## config.mk

```make
export PLATFORM = sky130hd
export DESIGN_NAME = dsp_mailbox_chunked_writer_core
export DESIGN_NICKNAME = d
export VERILOG_FILES = /design/src/rtl/dmcw_pkg.sv /design/src/rtl/dsp_mailbox_chunked_writer_core.sv /design/src/rtl/dmcw_engine.sv
export SDC_FILE = /design/constraint.sdc
export NUM_CORES = 1
export LEC_CHECK = 0
export ABC_CLOCK_PERIOD_IN_PS = 7510
export BUFFER_PORTS_ARGS = -buffer_cell sky130_fd_sc_hd__buf_4
export CAP_MARGIN = 20
export CORE_UTILIZATION = 25
export DETAILED_ROUTE_END_ITERATION = 10
export PLACE_DENSITY_LB_ADDON = 0.2
export SLEW_MARGIN = 30
export SYNTH_ARGS = -nofsm -noshare
export SYNTH_HDL_FRONTEND = slang
export SYNTH_SLANG_ARGS = --single-unit
```

## constraint.sdc

```tcl
create_clock -name clk -period 7.51 [get_ports clk]
set_input_delay 0.751 -clock clk [delete_from_list [all_inputs] [get_ports clk]]
set_output_delay 0.751 -clock clk [all_outputs]
set_load 0.02 [all_outputs]
```

## src/rtl/dmcw_pkg.sv

```systemverilog
// Package for the chunked mailbox writer.
// Holds the request and result types, the command and status codes and the window map.
// No dependencies.
package dmcw_pkg;

    localparam int CHUNK_WORDS  = 32;
    localparam int WINDOW_COUNT = 5;
    localparam int MAX_RESULTS  = 3;
    localparam int QUEUE_DEPTH  = 4;

    localparam logic [17:0] WINDOW_BASE0 = 18'h3F000;
    localparam logic [17:0] CTRL0_OFFSET = 18'h00080;
    localparam logic [17:0] CTRL1_OFFSET = 18'h00084;

    localparam logic CMD_START = 1'b0;
    localparam logic CMD_DATA  = 1'b1;

    localparam logic STATUS_OK      = 1'b0;
    localparam logic STATUS_INVALID = 1'b1;

    typedef struct packed {
        logic        cmd;
        logic [2:0]  win_num;
        logic [15:0] target_code;
        logic [31:0] start_destination;
        logic [15:0] total_words;
        logic [31:0] data_word;
    } in_item_t;

    typedef struct packed {
        logic [17:0] bus_address;
        logic [31:0] bus_data;
        logic        wait_busy_clear;
        logic        status;
        logic        last;
    } out_item_t;

    typedef struct packed {
        logic [1:0]            count;
        out_item_t [MAX_RESULTS-1:0] item;
    } step_res_t;

endpackage

```

## src/rtl/dsp_mailbox_chunked_writer_core.sv

```systemverilog
// Chunked mailbox writer for a DSP register window, top level.
// Request channel: in_valid/in_stall/in_data. Result channel: out_valid/out_stall/out_data.
// Request and result structs come from dmcw_pkg; transfer state lives in dmcw_engine.
//
// A start request (cmd 0) opens a transfer on one window; each data request
// (cmd 1) then produces one bus write into the window data area. At the end
// of each chunk of up to 32 words, or at the last word, two control writes
// follow the data write. A start with an invalid window gives one result
// with status set.
//
// Results are registered into the result queue; out_valid comes from its
// level. Throughput: one request per cycle while each request gives at most
// one result and out_stall is low; a chunk end gives three results, which
// leave through the four-entry result queue one per cycle while out_stall
// is low. in_stall is high while the queue cannot absorb three more results,
// so a stalled receiver backs up into the request side.
// Reset clears the transfer state and empties the queue.
module dsp_mailbox_chunked_writer_core (
    input  logic                clk,
    input  logic                rst_n,
    input  logic                in_valid,
    output logic                in_stall,
    input  dmcw_pkg::in_item_t  in_data,
    output logic                out_valid,
    input  logic                out_stall,
    output dmcw_pkg::out_item_t out_data
);
    import dmcw_pkg::*;

    localparam int PTR_W = $clog2(QUEUE_DEPTH);
    localparam int CNT_W = $clog2(QUEUE_DEPTH + 1);

    out_item_t          queue_mem [QUEUE_DEPTH];
    logic [PTR_W-1:0]   head_reg, head_next;
    logic [PTR_W-1:0]   tail_reg, tail_next;
    logic [CNT_W-1:0]   count_reg, count_next;

    logic      accept;
    logic      pop;
    step_res_t res;

    assign in_stall  = count_reg > CNT_W'(QUEUE_DEPTH - MAX_RESULTS);
    assign accept    = in_valid && !in_stall;
    assign out_valid = count_reg != '0;
    assign pop       = out_valid && !out_stall;
    assign out_data  = queue_mem[head_reg];

    dmcw_engine u_engine (
        .clk    (clk),
        .rst_n  (rst_n),
        .accept (accept),
        .item   (in_data),
        .res    (res)
    );

    always_comb
    begin
        head_next  = head_reg + PTR_W'(pop);
        tail_next  = tail_reg + PTR_W'(res.count);
        count_next = count_reg + CNT_W'(res.count) - CNT_W'(pop);
    end

    always_ff @(posedge clk)
    begin
        for (int i = 0; i < MAX_RESULTS; i++)
        begin
            if (2'(i) < res.count)
            begin
                queue_mem[tail_reg + PTR_W'(i)] <= res.item[i];
            end
        end
    end

    always_ff @(posedge clk or negedge rst_n)
    begin
        if (!rst_n)
        begin
            head_reg  <= '0;
            tail_reg  <= '0;
            count_reg <= '0;
        end
        else
        begin
            head_reg  <= head_next;
            tail_reg  <= tail_next;
            count_reg <= count_next;
        end
    end

    a_queue_bound: assert property (@(posedge clk) disable iff (!rst_n)
        count_reg <= CNT_W'(QUEUE_DEPTH))
        else $error("result queue overflow");

    a_chunk_end_visible: assert property (@(posedge clk) disable iff (!rst_n)
        (res.count == 2'd3) |=> out_valid)
        else $error("chunk end results not presented");

    a_hold_when_idle: assert property (@(posedge clk) disable iff (!rst_n)
        (out_valid && out_stall && res.count == 2'd0) |=> $stable(count_reg))
        else $error("queue level moved with no request or pop");

    a_ptr_track: assert property (@(posedge clk) disable iff (!rst_n)
        (count_reg == '0) |-> (head_reg == tail_reg))
        else $error("empty queue with mismatched pointers");

endmodule

```

## src/rtl/dmcw_engine.sv

```systemverilog
// Transfer state and per-request result generation for the mailbox writer.
// Turns one accepted request combinationally into zero to three results: bus writes, or one invalid-window status.
// Depends on dmcw_pkg.
module dmcw_engine (
    input  logic                clk,
    input  logic                rst_n,
    input  logic                accept,
    input  dmcw_pkg::in_item_t  item,
    output dmcw_pkg::step_res_t res
);
    import dmcw_pkg::*;

    logic        open_reg,  open_next;
    logic [17:0] base_reg,  base_next;
    logic [15:0] sel_reg,   sel_next;
    logic [31:0] dest_reg,  dest_next;
    logic [15:0] words_reg, words_next;
    logic [5:0]  slot_reg,  slot_next;

    logic [15:0] words_dec;
    logic [5:0]  slot_inc;
    logic        chunk_end;

    assign words_dec = words_reg - 16'd1;
    assign slot_inc  = slot_reg + 6'd1;
    assign chunk_end = (slot_inc >= 6'(CHUNK_WORDS)) || (words_dec == 16'd0);

    always_comb
    begin
        open_next  = open_reg;
        base_next  = base_reg;
        sel_next   = sel_reg;
        dest_next  = dest_reg;
        words_next = words_reg;
        slot_next  = slot_reg;
        res        = '0;
        if (accept)
        begin
            if (item.cmd == CMD_START)
            begin
                open_next  = 1'b0;
                slot_next  = '0;
                words_next = '0;
                if ({1'b0, item.win_num} >= 4'(WINDOW_COUNT))
                begin
                    res.count          = 2'd1;
                    res.item[0].status = STATUS_INVALID;
                    res.item[0].last   = 1'b1;
                end
                else
                begin
                    base_next = WINDOW_BASE0 + {7'd0, item.win_num, 8'd0};
                    sel_next  = item.target_code;
                    dest_next = item.start_destination;
                    if (item.total_words != 16'd0)
                    begin
                        words_next = item.total_words;
                        open_next  = 1'b1;
                    end
                end
            end
            else if (open_reg)
            begin
                words_next                  = words_dec;
                slot_next                   = slot_inc;
                res.count                   = 2'd1;
                res.item[0].bus_address     = base_reg + {10'd0, slot_reg, 2'b00};
                res.item[0].bus_data        = item.data_word;
                res.item[0].wait_busy_clear = (slot_reg == 6'd0);
                res.item[0].status          = STATUS_OK;
                res.item[0].last            = !chunk_end;
                if (chunk_end)
                begin
                    res.count               = 2'd3;
                    res.item[1].bus_address = base_reg + CTRL0_OFFSET;
                    res.item[1].bus_data    = {10'd0, slot_inc, dest_reg[31:16]};
                    res.item[1].status      = STATUS_OK;
                    res.item[2].bus_address = base_reg + CTRL1_OFFSET;
                    res.item[2].bus_data    = {dest_reg[15:0], sel_reg};
                    res.item[2].status      = STATUS_OK;
                    res.item[2].last        = 1'b1;
                    dest_next               = dest_reg + {26'd0, slot_inc};
                    slot_next               = '0;
                    if (words_dec == 16'd0)
                    begin
                        open_next = 1'b0;
                    end
                end
            end
        end
    end

    always_ff @(posedge clk or negedge rst_n)
    begin
        if (!rst_n)
        begin
            open_reg  <= 1'b0;
            base_reg  <= '0;
            sel_reg   <= '0;
            dest_reg  <= '0;
            words_reg <= '0;
            slot_reg  <= '0;
        end
        else
        begin
            open_reg  <= open_next;
            base_reg  <= base_next;
            sel_reg   <= sel_next;
            dest_reg  <= dest_next;
            words_reg <= words_next;
            slot_reg  <= slot_next;
        end
    end

    // an open transfer always has words pending
    a_open_has_words: assert property (@(posedge clk) disable iff (!rst_n)
        open_reg |-> words_reg != 16'd0)
        else $error("open transfer with no words left");

    a_idle_clean: assert property (@(posedge clk) disable iff (!rst_n)
        !open_reg |-> (words_reg == 16'd0 && slot_reg == 6'd0))
        else $error("closed transfer left residual state");

    a_slot_range: assert property (@(posedge clk) disable iff (!rst_n)
        slot_reg < 6'(CHUNK_WORDS))
        else $error("chunk slot out of range");

endmodule
```

Word level (Yosys, flattened, before mapping):

Memory sizes are Yosys's and may differ from the RTL's.
Index checks and enable logic that the tools add are counted.

* flip-flop bits (word level): 96
* bits in latches: 0
* bits in writable memories: 212
* ROM bits: 0
* bits of input ports: 104
* output and inout bits: 55
* word-level logic and storage cells: 85
* memories kept: 1

* $add $sub $neg: 13
* $mul: 0
* divide/modulo/power cells: 0
* order comparisons: 6
* equal/unequal tests: 3
* shift operators: 0
* multiplexer cells: 38
* bitwise operators: 2
* reduce and logical (&&, ||, !) cells: 13

Memory list
* queue_mem: depth 4, bits a word 53, rd ports 1, clocked after Yosys merged registers in 0, write ports 3, RTL line dsp_mailbox_chunked_writer_core.sv:33 `out_item_t queue_mem [QUEUE_DEPTH];`

Operators with widths (count)
* $mux 52: 6
* $mux 32: 4
* $mux 53: 2
* $mux 51: 2
* $mux 16: 4
* $mux 50: 1
* $add 18x8->18 const B: 2
* $add 32x6->32: 1
* $add 18x8->18: 1
* $mux 6: 3
* $logic_not 16->1: 1
* $reduce_bool 16->1: 1
* $sub 16x1->16 const B: 1
* $add 13x12->14 const A: 1
* $mux 1: 13
* $add 6x1->6 const B: 1
* $ge 6x6->1 const B: 1
* $logic_not 6->1: 1
* $mux 2: 3
* $lt 1x2->1 const A: 2
* $ne 2x1->1 const B: 2
* $reduce_and 4->1: 1
* $add 3x2->3: 1
* $ge 3x3->1 const B: 1
* other kinds (15): 19

Logic depth before layout (Yosys ltp):

Gate-level depths: netlist (run 1).

* word-level depth: 10
* gate-level depth with buffers: 13
* depth with buffers taken out: 12

By module:

A second synthesis (run 1) with hierarchy kept.

* cells, all modules: 1992
* area total of the unflattened synthesis: 18147.4 µm²

Modules (own cells, without submodules)
* dsp_mailbox_chunked_writer_core: times used 1, cells an instance 1272, area each 12331.8 µm², seq. area each 6541.3 µm²
* dmcw_engine: times used 1, cells an instance 720, area each 5815.6 µm², seq. area each 1876.8 µm²

Least setup slack after synthesis (run 1):

OpenSTA, ideal clock, no wires.

* path type: register to register
* start point: reg u_engine.words_reg[2]
* end point: mem queue_mem[1][0] in the netlist's numbering, enable pin
* library setup time: 418 ps
* arrival time: 3660 ps
* data required time: 7092 ps
* slack: 3432 ps
* cell stages (with the launch flop): 9
* buffers on the path: 2
* period minus slack after synthesis: 4078 ps
* cell sequence: dfrtp_1 -> buf_2 -> or4_1 -> clkbuf_1 -> o31a_1 -> nor4_4 -> a31o_2 -> nand3_1 -> a22oi_2

RTL lines
* start: declaration: RTL line dmcw_engine.sv:17 `logic [15:0] words_reg, words_next;`
* start signal: assignment: RTL line dmcw_engine.sv:110 `words_reg <= words_next;`
* end: declaration: RTL line dsp_mailbox_chunked_writer_core.sv:33

==> results.md, run 1 <==
- Outcome: finished, final reports clean
- Routed WL: 48,220 um
- Crit path arrival time: 4.91 ns
- Largest register FFs: 180
- Syn Area/Cell: 11.21 sq um
- P_sw: 0.002074 W
- Placed Area: 15,600 sq um
- H-tree depth: 1
- Reg power frac: 0.402
- Vias in the first global route: 11,005
- Fillers: 5,596
- Nets@finish: 1,454
- Hold Path Class: input port to asynchronous set/reset pin
- Area Growth Syn to Fin: 19.61%
- Initial antenna violation count: 0
- Post-Syn Instances: 1,233
- Compound-Gate Fraction of Synth Area: 0.1813
- Post-synthesis mux area share: 0.07936
- CTS Hold Bufs: 0
- Hold Violations, Final: 0
- CTS tree: done
- Setup TNS: 0 ns
- Yosys warning count: 0
- Adder-cell share of the synthesized area: 0.01647
- Design Area, Final: 16,540 sq um
- Xor and xnor area share after synthesis: 0.008235
- CP Class: register to register
- Clock network fraction of design power: 0.260
- RSZ-0062 raised after global routing: no
- Drc violations: 0
- Final setup violation count: 0
- Final std cells w/o fill: 2,054
- Layout cells sized above 1: 0.2203
- Clk sink count: 262
- Post-synth EDFFs: 172
- IO Pins: 159
- Max Transition Viols Final: 0
- Setup crit start kind: register
- Internal power: 0.003370 W
- Core area: 54,240 sq um
- Hpwl dp: 32,820 um
- Worst Setup End Kind: register
- Global-route wire length before repair: 71,460 um
- Simple-gate portion of the synthesized area: 0.1371
- Largest net degree at the start of global routing: 65
- Worst slew pin tran: 1.014 ns
- Worst Slack Setup Final: 2.893 ns
- Cell Area, Synth: 13,830 sq um
- Sw frac: 0.3809
- Final GP Congestion: 0.8715
- Power Density: 329.2 nW/um^2
- DIE WIDTH: 237.2 um
- Final core utilization: 0.3049
- Die H: 237.2 um
- Largest family of logic cells by synthesized area: compound AO/OA/AOI/OAI gates
- F_max: 0.2166 GHz
- Placement Setup Slack: 2.906 ns
- Post-synthesis sequential area ratio: 0.5335
- Antenna Nets Post-Route: 0
- Postcts setup bufs: 0
- Avg WL per Cell: 23.48 um
- GRT overflow: 0
- Flops & latches, synth: 262
- DP Cell Count: 1,996
- CTS clock-pin slew for the worst setup and hold paths: 0.06 ns
- FF+latch area: 7382 sq um
- Worst slew margin: 0.3218
- Drt via density: 5.392
- Maximum vdd drop: 164.3 uV
- Critical path required time: 7.80 ns
- Vias post-DR: 11,076
- DR iter-0 viols: 939
- Initial core utilization: 0.2549
- Num CTS Buffers: 31
- Maximum fanout along the worst path: 51
- Clk_lat worst skew: 0.59 ns
- Total GRT Usage: 0.1688
- Combinational share of power: 0.338
- Area of the multi-input gates: 5897 sq um
- Asr flop ratio synth: 0.3130
- Post-CTS resize count: 0
- Pre-Repair DR Iteration Count: 5
- PortBufs: 155
- CTS Buffer Depth: 3
- Std cell rows: 85
- Post-layout minimum cycle time: 4.617 ns
- CTS root buf: clkbuf_16
- Clock Skews: 0.01196 ns
- Die area: 56,250 sq um
- Post-synth top flop: edfxtp_1
- Tcrit/Tclk final: 0.6148
- Yosys cell types: 74
- Leak Pwr: 5.846 nW
- Total of max-cap violations: 0
-- metal layers --
layer | up-vias | track usage | wire [um]
met3 | 72 | 0.02950 | 2946
li1 | 4981 | - | -
met4 | 0 | 0.04379 | 1217
met5 | - | 0 | 0
met1 | 5577 | 0.2334 | 21740
met2 | 446 | 0.2724 | 22310
-- power by group through the flow --
stage,logic (W),clock network [W],registers [W]
after global placement,0.00187,0,0.00220
after CTS,0.00189,0.00144,0.00219
after floorplan,0.00127,0,0.00200
final,0.00184,0.00141,0.00219
after global routing,0.00201,0.00150,0.00223
after detailed placement,0.00188,0,0.00221
-- stage by stage --
stage          hold WS, ns  power (W)
5_1_grt             0.2129   0.005734
3_5_place_dp        0.4484   0.004093
3_3_place_gp        0.4438   0.004075
4_1_cts             0.2067   0.005514
2_1_floorplan       0.4273   0.003274
6_report            0.1773   0.005444
-- synthesized netlist by cell type (all sizes together) (5+ instances only) --
master    n  area, sq um
xnor2     9        78.83
nor3     31        186.4
nor4     13        102.6
a31oi     9        71.32
a221o    40        400.4
mux2i     5        50.05
o211ai   10        75.07
a32o     40        400.4
edfxtp  172         5165
a21o     10        75.07
and2      7        43.79
a21oi    42        210.2
o22ai    14        87.58
a22oi    44        335.3
inv      26        97.60
dfrtp    82         2052
nand3    29        145.1
nor3b     6        45.04
mux4     45         1013
dfxtp     8        160.2
a32oi     7        61.31
ha       15        187.7
nand4    10        62.56
and4      5        43.79
nand2   143        536.8
buf      39        221.5
or4       5        37.54
o21ai    89        445.4
clkbuf   76        285.3
nor2    112        427.9
and3     20        125.1
nor2b     5        31.28
-- cell families after synthesis --
family / count (synthesis)
AO/OA/AOI/OAI: 345
adder cells (fa/ha/maj): 17
XOR/XNOR: 13
other: 1
buffers and inverters: 141
flip-flops: 262
multiplexers: 53
AND/OR/NAND/NOR: 401
-- worst paths after layout --
check,to,startpoint,slack (ns),depth (start not counted)
worst max-delay path,queue_mem[3][28],u_engine.words_reg[0],2.89,11
worst min-delay path,u_engine.words_reg[14],rst_n,0.18,1
worst max register to register,queue_mem[3][28],u_engine.words_reg[0],2.89,11
worst min register to register,queue_mem[2][1],queue_mem[2][1],0.46,2
max in group asynchronous,head_reg[0],rst_n,6.20,2
min in group clk,u_engine.sel_reg[1],in_data[81],0.35,3
-- critical path: stages (launching register included) --
cell and delay, ns:
dfrtp_1 0.47, inv_1 0.11, ha_1 0.25, nor3b_1 0.52, o211ai_1 0.18, a32o_1 0.32
a31oi_4 0.47, nor3_4 0.07, buf_4 0.35, nor3_2 0.55, clkinv_1 0.52, buf_4 0.45
-- layout by cell type, fill, tap and decap left out, drive strengths merged, types with 13 or more instances in the layout --
cell type and count:
ha 15, a22oi 44, nor2 112, a21oi 42, a32o 40, dfrtp 82
o22ai 14, nor4 13, inv 27, edfxtp 172, mux4 45, a221o 40
clkbuf 42, nand2 143, o21ai 89, nand3 29, buf 180, and3 20
nor3 31
-- layout make-up --
class | instances | share of cell area
antenna | 1 | 0.0001513
clock inverter | 15 | 0.006658
clock buffer | 42 | 0.05001
inverter | 26 | 0.005901
tap | 696 | 0.05266
multi-input combinational | 832 | 0.3566
sequential | 262 | 0.4464
timing repair buffer | 180 | 0.08171
No activity file was read; power rests on OpenSTA's default activity.
==> run 2: changes to the inputs <==
--- a/config.mk
+++ b/config.mk
@@ -5,7 +5,7 @@
 export SDC_FILE = /design/constraint.sdc
 export NUM_CORES = 1
 export LEC_CHECK = 0
-export ABC_CLOCK_PERIOD_IN_PS = 7510
+export ABC_CLOCK_PERIOD_IN_PS = 4200
 export BUFFER_PORTS_ARGS = -buffer_cell sky130_fd_sc_hd__buf_4
 export CAP_MARGIN = 20
 export CORE_UTILIZATION = 25
==> constraint.sdc (replaced) <==
create_clock -name clk -period 4.2 [get_ports clk]
set_input_delay 0.42 -clock clk [delete_from_list [all_inputs] [get_ports clk]]
set_output_delay 0.42 -clock clk [all_outputs]
set_load 0.02 [all_outputs]
==> results.md, run 2 (synthesis gave the netlist of run 1 again) <==
- Nets@finish: 1,481 (was 1,454)
- CTS Buffer Depth: 3 (unchanged)
- Die area: 56,250 sq um (unchanged)
- PortBufs: 155 (unchanged)
- Outcome: finished, final reports clean (unchanged)
- Pre-Repair DR Iteration Count: 7 (was 5)
- Worst Hold Depth: 3
- Drt via density: 5.334 (was 5.392)
- IO Pins: 159 (unchanged)
- DIE WIDTH: 237.2 um (unchanged)
- Most frequent cells in the layout: 199 x buf_4, 172 x edfxtp_1, 141 x nand2_1 (was 180 x buf_4, 172 x edfxtp_1, 140 x nand2_1)
- Reg2reg path depth: 12 (was 11)
- Largest net degree at the start of global routing: 52 (was 65)
- R2R setup slack: 0.49 ns (was 2.89 ns)
- CTS clock-pin slew for the worst setup and hold paths: 0.06 ns (about the same)
- Commonest non-fill, non-tap cell in the layout: buf_4 (unchanged)
- Vias in the first global route: 11,009 (was 11,005)
- Clock Skews: 0.02626 ns (was 0.01196 ns)
- Avg WL per Cell: 23.42 um (was 23.48 um)
- CTS root buf: clkbuf_16 (unchanged)
- Antenna Nets Post-Route: 0 (unchanged)
- Worst slew margin: 0.3618 (was 0.3218)
- Maximum vdd drop: 247.9 uV (was 164.3 uV)
- Tcrit/Tclk final: 0.8835 (was 0.6148)
- Die H: 237.2 um (unchanged)
- Fillers: 5,564 (was 5,596)
- Total of max-cap violations: 0 (unchanged)
- Hold Path Class: input port to register (was input port to asynchronous set/reset pin)
- Worst slew pin tran: 0.9550 ns (was 1.014 ns)
- Clk_lat worst skew: 0.53 ns (was 0.59 ns)
- HP Start: in_data[90]
- Global-route wire length before repair: 72,250 um (was 71,460 um)
- FF+latch area: 7385 sq um (was 7382 sq um)
- Hold Violations, Final: 0 (unchanged)
- Leak Pwr: 6.055 nW (was 5.846 nW)
- Critical path required time: 4.59 ns (was 7.80 ns)
- Worst Slack Setup Final: 0.4894 ns (was 2.893 ns)
- Maximum fanout along the worst path: 10 (was 51)
- Capturing point of the worst reg2reg path: count_reg[2] (was queue_mem[3][28])
- Setup TNS: 0 ns (unchanged)
- CTS tree: done (unchanged)
- Power Density: 591.9 nW/um^2 (was 329.2 nW/um^2)
- Worst r2r src: u_engine.words_reg[0] (unchanged)
- Hpwl dp: 32,560 um (was 32,820 um)
- Vias post-DR: 11,101 (was 11,076)
- Area of the multi-input gates: 5886 sq um (was 5897 sq um)
- Layout cells sized above 1: 0.2303 (was 0.2203)
- Routed WL: 48,740 um (was 48,220 um)
- DR iter-0 viols: 825 (was 939)
- GRT overflow: 0 (unchanged)
- H-tree depth: 2 (was 1)
- Area Growth Syn to Fin: 21.91% (was 19.61%)
- Postcts setup bufs: 0 (unchanged)
- Worst hold endpoint: u_engine.sel_reg[10]
- Max Transition Viols Final: 0 (unchanged)
- Placement Setup Slack: 0.5272 ns (was 2.906 ns)
- Final GP Congestion: 0.8326 (was 0.8715)
- Setup crit start kind: register (unchanged)
- Drc violations: 0 (unchanged)
- Post-layout minimum cycle time: 3.711 ns (was 4.617 ns)
- Initial antenna violation count: 0 (unchanged)
- Total GRT Usage: 0.1725 (was 0.1688)
- Final setup violation count: 0 (unchanged)
- CP Class: register to register (unchanged)
- Crit path arrival time: 4.10 ns (was 4.91 ns)
- F_max: 0.2695 GHz (was 0.2166 GHz)
- Largest register FFs: 180 (unchanged)
- Post-CTS resize count: 0 (unchanged)
- Clk sink count: 262 (unchanged)
- Std cell rows: 85 (unchanged)
- Num CTS Buffers: 34 (was 31)
- Initial core utilization: 0.2549 (unchanged)
- Ant diodes: 0 (was 1)
- Core area: 54,240 sq um (unchanged)
- RSZ-0062 raised after global routing: no (unchanged)
- Worst Setup End Kind: register (unchanged)
==> run 2: changes by cell type in the layout (fill, tap and decap cells not counted), moves of 3 or more <==
cell	previous run	this run
clkbuf_16	31	35
nor2_1	108	111
nor2_2	3	0
clkinvlp_4	5	0
buf_4	180	199
clkbuf_8	1	5
buf_12	0	4
==> run 2: metal layers <==
| metal | vias up | wire length [um] | track usage |
|---|---|---|---|
| met5 | - | 0 | 0 |
| met4 | 0 | 1117 | 0.05279 |
| met3 | 61 | 3143 | 0.02868 |
| met2 | 411 | 22800 | 0.2783 |
| met1 | 5596 | 21680 | 0.2364 |
| li1 | 5033 | - | - |
==> run 2: worst max-delay path by stage <==
stage / start / to / slack, ns
floorplan: u_engine.words_reg[2] / queue_mem[1][0] / 0.12
finish: u_engine.words_reg[0] / count_reg[2] / 0.49
global placement: u_engine.words_reg[0] / count_reg[2] / 0.59
global route: u_engine.words_reg[0] / count_reg[2] / 0.18
CTS: u_engine.words_reg[0] / count_reg[2] / 0.53
detailed placement: u_engine.words_reg[0] / count_reg[2] / 0.53
==> run 2: critical path, cell delays in order (launching register included) <==
cell	delay (ns)
dfrtp_1	0.45
inv_1	0.11
ha_1	0.25
nor3b_1	0.55
a21boi_0	0.33
nor4_4	0.29
a31oi_4	0.29
nor2_4	0.18
inv_2	0.11
ha_1	0.31
fa_1	0.43
xor2_1	0.16
xnor2_1	0.12
==> run 2: repair_timing <==
item / 4_1_cts / 5_1_grt
hold buffers: 1 / 0
endpoints found under the hold margin: 50 / 0
endpoints found under the setup margin: 0 / 0
==> run 2: metrics by stage <==
| step | hold WS (ns) | area (sq um) | util | total power, W | std cells |
|---|---|---|---|---|---|
| 2_1_floorplan | 0.1244 | 13830 | - | 0.005853 | 1235 |
| 3_3_place_gp | 0.4431 | 15810 | 0.2915 | 0.007327 | 2019 |
| 3_5_place_dp | 0.4508 | 15810 | 0.2915 | 0.007338 | 2019 |
| 4_1_cts | 0.04537 | 16860 | 0.3108 | 0.01011 | 2081 |
| 5_1_grt | 0.06030 | 16860 | 0.3108 | 0.01050 | 2081 |
| 6_report | 0.07176 | 16860 | 0.3108 | 0.009978 | 2081 |
==> run 2: layout make-up <==
type / count / area share
Inverter: 26 / 0.005790
Clock buffer: 52 / 0.05871
Timing Repair Buffer: 204 / 0.09397
Sequential cell: 262 / 0.4381
Clock inverter: 9 / 0.002598
Multi-Input combinational cell: 832 / 0.3492
Tap cell: 696 / 0.05166
==> run 2: report_power, final <==
group          leakage (nW)  switching, W  total [W]  internal (W)
clock                 0.508       0.00112    0.00274       0.00162
sequential             2.68      0.000788    0.00405       0.00327
combinational          2.87       0.00178    0.00318       0.00140
total                  6.05       0.00369    0.00998       0.00629
==> run 3: changes to the inputs <==
--- a/config.mk
+++ b/config.mk
@@ -5,6 +5,7 @@
 export SDC_FILE = /design/constraint.sdc
 export NUM_CORES = 1
 export LEC_CHECK = 0
+export ABC_AREA = 1
 export ABC_CLOCK_PERIOD_IN_PS = 4200
 export BUFFER_PORTS_ARGS = -buffer_cell sky130_fd_sc_hd__buf_4
 export CAP_MARGIN = 20
==> results.md, run 3 <==
- Nets@finish: 2,202 (was 1,481)
- Die area: 62,210 sq um (was 56,250 sq um)
- CP Capture Point: queue_mem[1][3] (was count_reg[2])
- Largest net degree at the start of global routing: 92 (was 52)
- Slowest cell on crit path: clkinv_1 (was nor3b_1)
- Worst slew pin tran: 0.8238 ns (was 0.9550 ns)
- Final setup violation count: 0 (unchanged)
- Vias in the first global route: 13,845 (was 11,009)
- Outcome: finished, final reports clean (unchanged)
- Layout cells sized above 1: 0.1448 (was 0.2303)
- Initial core utilization: 0.2531 (was 0.2549)
- Worst Slack Setup Final: 0.6397 ns (was 0.4894 ns)
- Final GP Congestion: 0.8764 (was 0.8326)
- Setup crit start: u_engine.words_reg[0] (unchanged)
- Yosys cell types: 48 (was 74)
- Flops & latches, synth: 262 (unchanged)
- Total of max-cap violations: 0 (unchanged)
- Ant diodes: 0 (unchanged)
- Clk_lat worst skew: 0.59 ns (was 0.53 ns)
- Die H: 249.4 um (was 237.2 um)
- Worst r2r src: u_engine.words_reg[0] (unchanged)
- PortBufs: 155 (unchanged)
- Global-route wire length before repair: 88,890 um (was 72,250 um)
- Commonest non-fill, non-tap cell in the layout: nand2_1 (was buf_4)
- GRT overflow: 0 (unchanged)
- Cell Area, Synth: 15,300 sq um (was 13,830 sq um)
- Hold Path Class: input port to register (unchanged)
- Num CTS Buffers: 31 (was 34)
- Yosys warning count: 0 (unchanged)
- Design Area, Final: 18,400 sq um (was 16,860 sq um)
- Most frequent cells in the layout: 530 x nand2_1, 264 x nor2_1, 201 x buf_4 (was 199 x buf_4, 172 x edfxtp_1, 141 x nand2_1)
- Drt via density: 4.901 (was 5.334)
- Vias post-DR: 14,153 (was 11,101)
- Total GRT Usage: 0.1884 (was 0.1725)
- Post-layout minimum cycle time: 3.560 ns (was 3.711 ns)
- Maximum vdd drop: 323.0 uV (was 247.9 uV)
- R2R setup slack: 0.64 ns (was 0.49 ns)
- Maximum fanout along the worst path: 16 (was 10)
- Std cell rows: 90 (was 85)
- Placed Area: 17,320 sq um (was 15,810 sq um)
- CP Class: register to register (unchanged)
- Placement Setup Slack: 0.6558 ns (was 0.5272 ns)
- Antenna Nets Post-Route: 0 (unchanged)
- Syn Area/Cell: 7.816 sq um (was 11.21 sq um)
- Hpwl dp: 41,380 um (was 32,560 um)
- Clk sink count: 262 (unchanged)
- Max Transition Viols Final: 0 (unchanged)
- CTS Buffer Depth: 3 (unchanged)
- Largest cells by area after synthesis: edfxtp_1 34%, dfrtp_1 13%, nand2_1 13%, nor2_1 6.5%, o21ai_0 5.7% (was edfxtp_1 37%, dfrtp_1 15%, mux4_2 7.3%, nand2_1 3.9%, nor2_1 3.0%)
- Setup TNS: 0 ns (unchanged)
- H-tree depth: 1 (was 2)
- Pre-Repair DR Iteration Count: 6 (was 7)
- Post-Syn Instances: 1,958 (was 1,233)
- Asr flop ratio synth: 0.3130 (unchanged)
- Post-synth top flop: edfxtp_1 (unchanged)
- Reg2reg path depth: 15 (was 12)
- Slowest stage delay, CP: 0.61 ns (was 0.55 ns)
- Largest register FFs: 180 (unchanged)
- Post-synthesis sequential area ratio: 0.4820 (was 0.5335)
- Postcts setup bufs: 0 (unchanged)
- Most frequent cell on the critical path: nand2_1 (was ha_1)
- RSZ-0062 raised after global routing: no (unchanged)
- Clock Skews: 0.01408 ns (was 0.02626 ns)
- Share of the synthesized area in the top cell type: 0.3375 (was 0.3735)
- Core area: 60,470 sq um (was 54,240 sq um)
- Avg WL per Cell: 20.66 um (was 23.42 um)
- F_max: 0.2809 GHz (was 0.2695 GHz)
- Hold Violations, Final: 0 (unchanged)
- Critical path required time: 4.54 ns (was 4.59 ns)
- Commonest cells post-synth: 532 x nand2_1, 265 x nor2_1, 181 x inv_1 (was 172 x edfxtp_1, 143 x nand2_1, 111 x nor2_1)
- Total chip power: 0.01105 W (was 0.009978 W)
- Routed WL: 59,660 um (was 48,740 um)
- DIE WIDTH: 249.4 um (was 237.2 um)
- CTS tree: done (unchanged)
- Synth area leader: edfxtp_1 (unchanged)
- Post-synth EDFFs: 172 (unchanged)
- Fillers: 6,479 (was 5,564)
- Setup crit start kind: register (unchanged)
- Crit-path cells: inv_1 -> ha_1 -> nand2_1 -> nor2_2 -> xor2_1 -> nor2_1 -> nand2_1 -> nor2_1 -> nand2_1 -> nand2_2 -> nand3b_2 -> nand2_1 -> nor2_2 -> clkinv_1 -> buf_12 (was inv_1 -> ha_1 -> nor3b_1 -> a21boi_0 -> nor4_4 -> a31oi_4 -> nor2_4 -> inv_2 -> ha_1 -> fa_1 -> xor2_1 -> xnor2_1)
- DR iter-0 viols: 1,272 (was 825)
- Area Growth Syn to Fin: 20.21% (was 21.91%)
- CTS root buf: clkbuf_16 (unchanged)
- Crit path arrival time: 3.90 ns (was 4.10 ns)
- Count leader, synth: nand2_1 (was edfxtp_1)
- Capturing point of the worst reg2reg path: queue_mem[1][3] (was count_reg[2])
- Initial antenna violation count: 0 (unchanged)
- Worst Setup End Kind: register (unchanged)
- Worst slew margin: 0.4500 (was 0.3618)
- IO Pins: 159 (unchanged)
- CTS clock-pin slew for the worst setup and hold paths: 0.06 ns (about the same)
- Drc violations: 0 (unchanged)
- Leak Pwr: 7.841 nW (was 6.055 nW)
- Tcrit/Tclk final: 0.8477 (was 0.8835)
- Power Density: 600.8 nW/um^2 (was 591.9 nW/um^2)
-- run 3: critical path: cells and delay by family, from the launching register on --
| family | cells | cell delay [ns] |
|---|---|---|
| buf+inv | 3 | 1.18 |
| fa+ha+maj | 1 | 0.34 |
| simple gates | 10 | 1.16 |
| xor+xnor | 1 | 0.22 |
| flops | 1 | 0.38 |
-- run 3: cell families (layout without fill, tap and decap cells) --
logic type	after synthesis	in the layout	share of synthesized area
buf+inv	311	457	0.08519
simple gates	979	979	0.2637
other cells	1	3	0.0002450
compound gates	356	356	0.1355
fa+ha+maj	17	17	0.01488
flops	262	262	0.4820
xor+xnor	30	30	0.01717
mux	2	2	0.001308
-- run 3: worst min-delay path by stage --
stage                    start                  end  depth (start not counted)
2_1_floorplan            rst_n         count_reg[0]                          0
3_3_place_gp   queue_mem[1][1]      queue_mem[1][1]                          2
3_5_place_dp   queue_mem[1][1]      queue_mem[1][1]                          2
4_1_cts            in_data[84]  u_engine.sel_reg[4]                          3
5_1_grt            in_data[84]  u_engine.sel_reg[4]                          3
6_report           in_data[84]  u_engine.sel_reg[4]                          3
-- run 3: final cells by class --
class	count	area, sq um	area share
Tap cell	782	978.4	0.05318
Clock buffer	40	839.6	0.04563
Multi-Input combinational cell	1387	6645	0.3612
Inverter	192	720.7	0.03917
Sequential cell	262	7378	0.4010
Clock inverter	18	225.2	0.01224
Timing Repair Buffer	207	1610	0.08753
-- run 3: metrics by stage --
stage,hold slack (ns),instances,util
2_1_floorplan,0.1244,1960,-
3_3_place_gp,0.4293,2829,0.2864
3_5_place_dp,0.4382,2829,0.2864
4_1_cts,0.01793,2888,0.3042
5_1_grt,0.03195,2888,0.3042
6_report,0.03075,2888,0.3042
-- run 3: metal layers --
| metal | GRT usage | routed length [um] | vias up |
|---|---|---|---|
| met5 | 0 | 0 | - |
| met4 | 0.04885 | 1215 | 0 |
| met3 | 0.01982 | 3639 | 78 |
| met2 | 0.3098 | 27480 | 504 |
| met1 | 0.2627 | 27320 | 6789 |
| li1 | - | - | 6782 |
-- run 3: power by group --
group          leakage (nW)  switching (W)  internal [W]
clock                 0.515        0.00116       0.00167
combinational          4.57        0.00307       0.00142
sequential             2.76       0.000562       0.00318
-- run 3: what timing repair did --
item                       in CTS  in global routing
hold buffers                    1                  0
setup endpoints to repair       0                  0
hold endpoints to repair       51                  0
gates resized for setup         0                  0
